**config.mk**
```make
export PLATFORM = sky130hd
export DESIGN_NAME = mexp_step
export DESIGN_NICKNAME = d
export VERILOG_FILES = /design/src/hdl/mexp_pkg.sv /design/src/hdl/mexp_step.sv
export SDC_FILE = /design/constraint.sdc
export NUM_CORES = 1
export LEC_CHECK = 0
export BUFFER_PORTS_ARGS = -buffer_cell sky130_fd_sc_hd__buf_4
export CORE_MARGIN = 3
export CORE_UTILIZATION = 47
export CTS_CLUSTER_SIZE = 40
export DETAILED_ROUTE_END_ITERATION = 8
export PLACE_DENSITY = 0.85
export REMOVE_ABC_BUFFERS = 1
export SYNTH_ARGS = -nofsm -noshare
export SYNTH_HDL_FRONTEND = slang
export SYNTH_SLANG_ARGS = --single-unit
export TNS_END_PERCENT = 1
```
**constraint.sdc**
```tcl
create_clock -name clk_i -period 2.1 [get_ports clk_i]
set_input_delay 0.42 -clock clk_i [delete_from_list [all_inputs] [get_ports clk_i]]
set_output_delay 0.42 -clock clk_i [all_outputs]
set_load 0.005 [all_outputs]
```
**src/hdl/mexp_pkg.sv**
```systemverilog
// Package for the streaming modular exponentiation block.
// Holds default widths, configuration register indexes and port constants.
// No dependencies.
`default_nettype none

package mexp_pkg;

  localparam int unsigned MOD_BITS_DEF = 32;
  localparam int unsigned EXP_BITS_DEF = 32;
  localparam int unsigned BYTE_BITS    = 8;
  localparam int unsigned CFG_IDX_BITS = 2;

  localparam logic [CFG_IDX_BITS-1:0] CFG_MODULUS  = CFG_IDX_BITS'(0);
  localparam logic [CFG_IDX_BITS-1:0] CFG_EXPONENT = CFG_IDX_BITS'(1);

  localparam logic [63:0] MODULUS_RST  = 64'd52008701;
  localparam logic [63:0] EXPONENT_RST = 64'd2;

endpackage

`default_nettype wire

```
**src/hdl/mexp_step.sv**
```systemverilog
// One pipeline stage of the shift-and-add modular multiplier:
// a doubling or a conditional add of the multiplicand, each mod the modulus.
// Uses mexp_pkg.
`default_nettype none

module mexp_step
  import mexp_pkg::*;
#(
  parameter int unsigned MOD_BITS = MOD_BITS_DEF,
  parameter int unsigned JBIT     = 0,
  parameter bit          SQR      = 1'b1,
  parameter bit          DBL      = 1'b1,
  parameter bit          FIRST    = 1'b0,
  parameter bit          LAST     = 1'b0
) (
  input  wire logic                clk_i,
  input  wire logic                rst_ni,
  input  wire logic                en_i,
  input  wire logic                exp_bit_i,
  input  wire logic [MOD_BITS-1:0] modulus_i,
  input  wire logic                valid_i,
  input  wire logic [MOD_BITS-1:0] r_i,
  input  wire logic [MOD_BITS-1:0] base_i,
  input  wire logic [MOD_BITS-1:0] acc_i,
  output logic                     valid_o,
  output logic [MOD_BITS-1:0]      r_o,
  output logic [MOD_BITS-1:0]      base_o,
  output logic [MOD_BITS-1:0]      acc_o
);

  logic                mb;
  logic [MOD_BITS-1:0] x, y, acc_d, r_d;
  logic [MOD_BITS:0]   sum, red;

  always_comb begin
    mb  = SQR ? r_i[JBIT] : base_i[JBIT];
    x   = FIRST ? '0 : acc_i;
    y   = DBL ? x : r_i;
    sum = {1'b0, x} + {1'b0, y};
    red = (sum >= {1'b0, modulus_i}) ? (sum - {1'b0, modulus_i}) : sum;
    acc_d = (DBL || mb) ? red[MOD_BITS-1:0] : x;
    r_d   = (LAST && (SQR || exp_bit_i)) ? acc_d : r_i;
  end

  logic valid_q;
  logic [MOD_BITS-1:0] r_q, base_q, acc_q;

  always_ff @(posedge clk_i or negedge rst_ni) begin
    if (!rst_ni) begin
      valid_q <= 1'b0;
    end else if (en_i) begin
      valid_q <= valid_i;
    end
  end

  always_ff @(posedge clk_i) begin
    if (en_i) begin
      r_q    <= r_d;
      base_q <= base_i;
      acc_q  <= acc_d;
    end
  end

  assign valid_o = valid_q;
  assign r_o     = r_q;
  assign base_o  = base_q;
  assign acc_o   = acc_q;

endmodule

`default_nettype wire

```
==> out/qor.csv <==
metric,value,unit
outcome,"finished, violations left",
failing checks,negative setup slack,
setup TNS,-13.90,ns
Placer Congestion,0.9198,
"most used cell, CP",buf_4,
total track usage,0.2889,
nets@finish,955,
final count of hold timing violations,0,
Logic pwr share,0.328,
starting DRC count in detailed routing,427,
"Clk pin slew, worst setup/hold paths",0.07,ns
crit end category,flop,
Core ar.,10980,um^2
Area growth syn-to-layout,66.40,%
Vias per Instance,5.476,
Initial Util,0.4859,
share of layout cells above drive strength 1,0.5788,
clk sinks,97,
synthesized area,5336,um^2
Most used DFF post-synth,edfxtp_1,
internal power,4300,uW
global-route wire length before repair,28420,um
Final HPWL DP,13710,um
CP max stage cell,o31ai_2,
CTS Buf Count,9,
clk root buf,clkbuf_16,
MaxCap Viol Count,0,
Leak,0.004069,uW
crit path cell chain,"buf_4, inv_1, ha_4, nor2b_2, o31ai_2, a31oi_1, a21o_1, buf_4, buf_4, a21oi_1, o21ai_0, xnor2_1, o21ai_0",
crit path kind,input pin to flop,
die area,12670,um^2
Post-DP Area,8129,um^2
"commonest non-fill, non-tap cell in the layout",buf_4,
Yosys warnings,0,
worst slew pin tran,0.3854,ns
"wirelength, routed",19290,um
Peak VDD IR,0.8461,mV
nature of the critical path startpoint,input pin,
Worst-Skew Late Latency,0.35,ns
Tmin final,2.669,ns
PnR worst setup slack,-0.5685,ns
cells after synthesis,426,
sequential share of power,0.413,
"Distinct cells, synth",58,
IO Pins,230,
RSZ-0062 raised after global routing,true,
antenna violations before repair,0,
Site Rows,38,
Sw Pwr,1644,uW
Switching Share,0.2765,
largest net degree at the start of global routing,39,
Pwr Density,669.4,nW/um^2
peak per-stage delay on the critical path,0.29,ns
DRC Markers,0,
Die W,112.6,um
Critical Path RT,2.20,ns
final clock period utilization by the worst path,1.271,
CP arrival,2.76,ns
#FFs+latches synth,97,
class of the tightest hold or removal check,input pin to flop,
drt pass-1 iters,5,
final core utilization,0.8085,
DR WL/cell,20.68,um
Slew Limit Headroom,0.7403,
area occupied by multi-input gates,2561,um^2
TritonCTS clock tree,built,
final instance area,8880,um^2
sequential area share after synthesis,0.5449,
total number of vias,5109,
H-tree Lvls,3,
Worst Skew,0,ns
total grt overflow,0,
Slew Limit Fails,0,
Storage cell area,2908,um^2
fmax,374.7,MHz
"commonest cells after routing, fill and taps aside","buf_4, edfxtp_1, inv_1",
crit-path max FO,4,
"EDFF count, synth",96,
antenna cell count,0,
IO Port Bufs,228,
endpoints failing setup,32,
Clock Tree Buf Depth,2,
number of global-route vias before repair,5374,
clock power share,0.259,
final-layout fill cell count,610,
die height,112.6,um
Detail Route Antenna Nets,0,
syn_area_per_cell,12.53,um^2
asr flop ratio synth,0.01031,
-- sequential cells by signal (all words and copies together) (netlist names) --
name and flops:
acc_o 32, base_o 32, valid_o 1, r_o 32
-- critical path: cells and delay by family --
kind	cells	cell delay, ns
AO/OA/AOI/OAI	6	1.27
XOR/XNOR	1	0.24
adder cells (fa/ha/maj)	1	0.22
buffers and inverters	4	0.44
AND/OR/NAND/NOR	1	0.17
-- worst paths after layout --
kind                              start         to  slack [ns]  depth (start not counted)
max in group asynchronous        rst_ni    valid_o        1.63                          2
setup reg to reg                valid_o    valid_o        1.36                          1
hold / removal                  r_i[12]    r_o[12]        0.24                          1
min in group asynchronous        rst_ni    valid_o        0.39                          2
setup / recovery           modulus_i[2]  acc_o[20]       -0.57                         13
hold reg to reg                 valid_o    valid_o        0.52                          1
-- metrics by stage --
| step | total power [uW] | hold slack [ns] | setup slack, ns | std cells |
|---|---|---|---|---|
| 3_3_place_gp | 4129 | 0.1953 | -0.9058 | 906 |
| 6_report | 5944 | 0.2444 | -0.5685 | 933 |
| 4_1_cts | 5850 | 0.2351 | -0.4372 | 926 |
| 2_1_floorplan | 3186 | 0.1244 | -0.9069 | 416 |
| 3_5_place_dp | 4202 | 0.1975 | -0.9940 | 906 |
| 5_1_grt | 6185 | 0.2320 | -0.5747 | 933 |
-- routing by layer --
metal,track usage,wire [um],up-vias
met5,0,0,-
met4,0.1082,534,0
met3,0.06900,1432,53
met2,0.5423,10450,275
met1,0.3119,6875,2456
li1,-,-,2325
-- logic make-up (layout without fill, tap and decap cells) --
group	Yosys count	count (layout)	share of synthesized area
AO/OA/AOI/OAI	108	108	0.1360
flip-flops	97	97	0.5449
multiplexers	28	28	0.07292
adder cells (fa/ha/maj)	33	33	0.07878
XOR/XNOR	25	25	0.04103
buffers and inverters	48	415	0.03798
AND/OR/NAND/NOR	87	87	0.08839
-- power groups by stage --
stage,sequential (uW),combinational (uW),clock [uW]
detailed placement,2490,1710,0
floorplan,2500,682,0
global route,2470,2070,1650
global placement,2480,1650,0
finish,2450,1950,1540
CTS,2450,1830,1560
-- cells in the mapped netlist, types with 5 or more instances --
| cell | count | share of area |
|---|---|---|
| a21o_1 | 14 | 0.020 |
| a21oi_1 | 32 | 0.030 |
| buf_2 | 5 | 0.0047 |
| edfxtp_1 | 96 | 0.54 |
| ha_1 | 32 | 0.075 |
| inv_1 | 38 | 0.027 |
| mux2_2 | 7 | 0.015 |
| mux2_4 | 20 | 0.056 |
| nand2_1 | 20 | 0.014 |
| nand3_1 | 5 | 0.0047 |
| nand4_1 | 12 | 0.014 |
| nor2_1 | 20 | 0.014 |
| o211ai_1 | 5 | 0.0070 |
| o21ai_0 | 22 | 0.021 |
| xnor2_1 | 16 | 0.026 |
| xor2_1 | 9 | 0.015 |
-- timing repair --
item	4_1_cts	5_1_grt
hold buffers	1	0
pin swaps	16	18
cloned	1	1
endpoints found under the setup margin	32	32
setup buffers	4	6
gates resized for setup	47	27
hold endpoints to repair	1	0
-- layout make-up --
class / instances / area share
Inverter: 38 / 0.01719
Timing Repair Buffer: 362 / 0.3179
Clock buffer: 10 / 0.02579
Tap cell: 140 / 0.01973
Multi-Input combinational cell: 281 / 0.2884
Sequential cell: 97 / 0.3275
Clock inverter: 5 / 0.003523
Power figures use the tool's default switching activity.
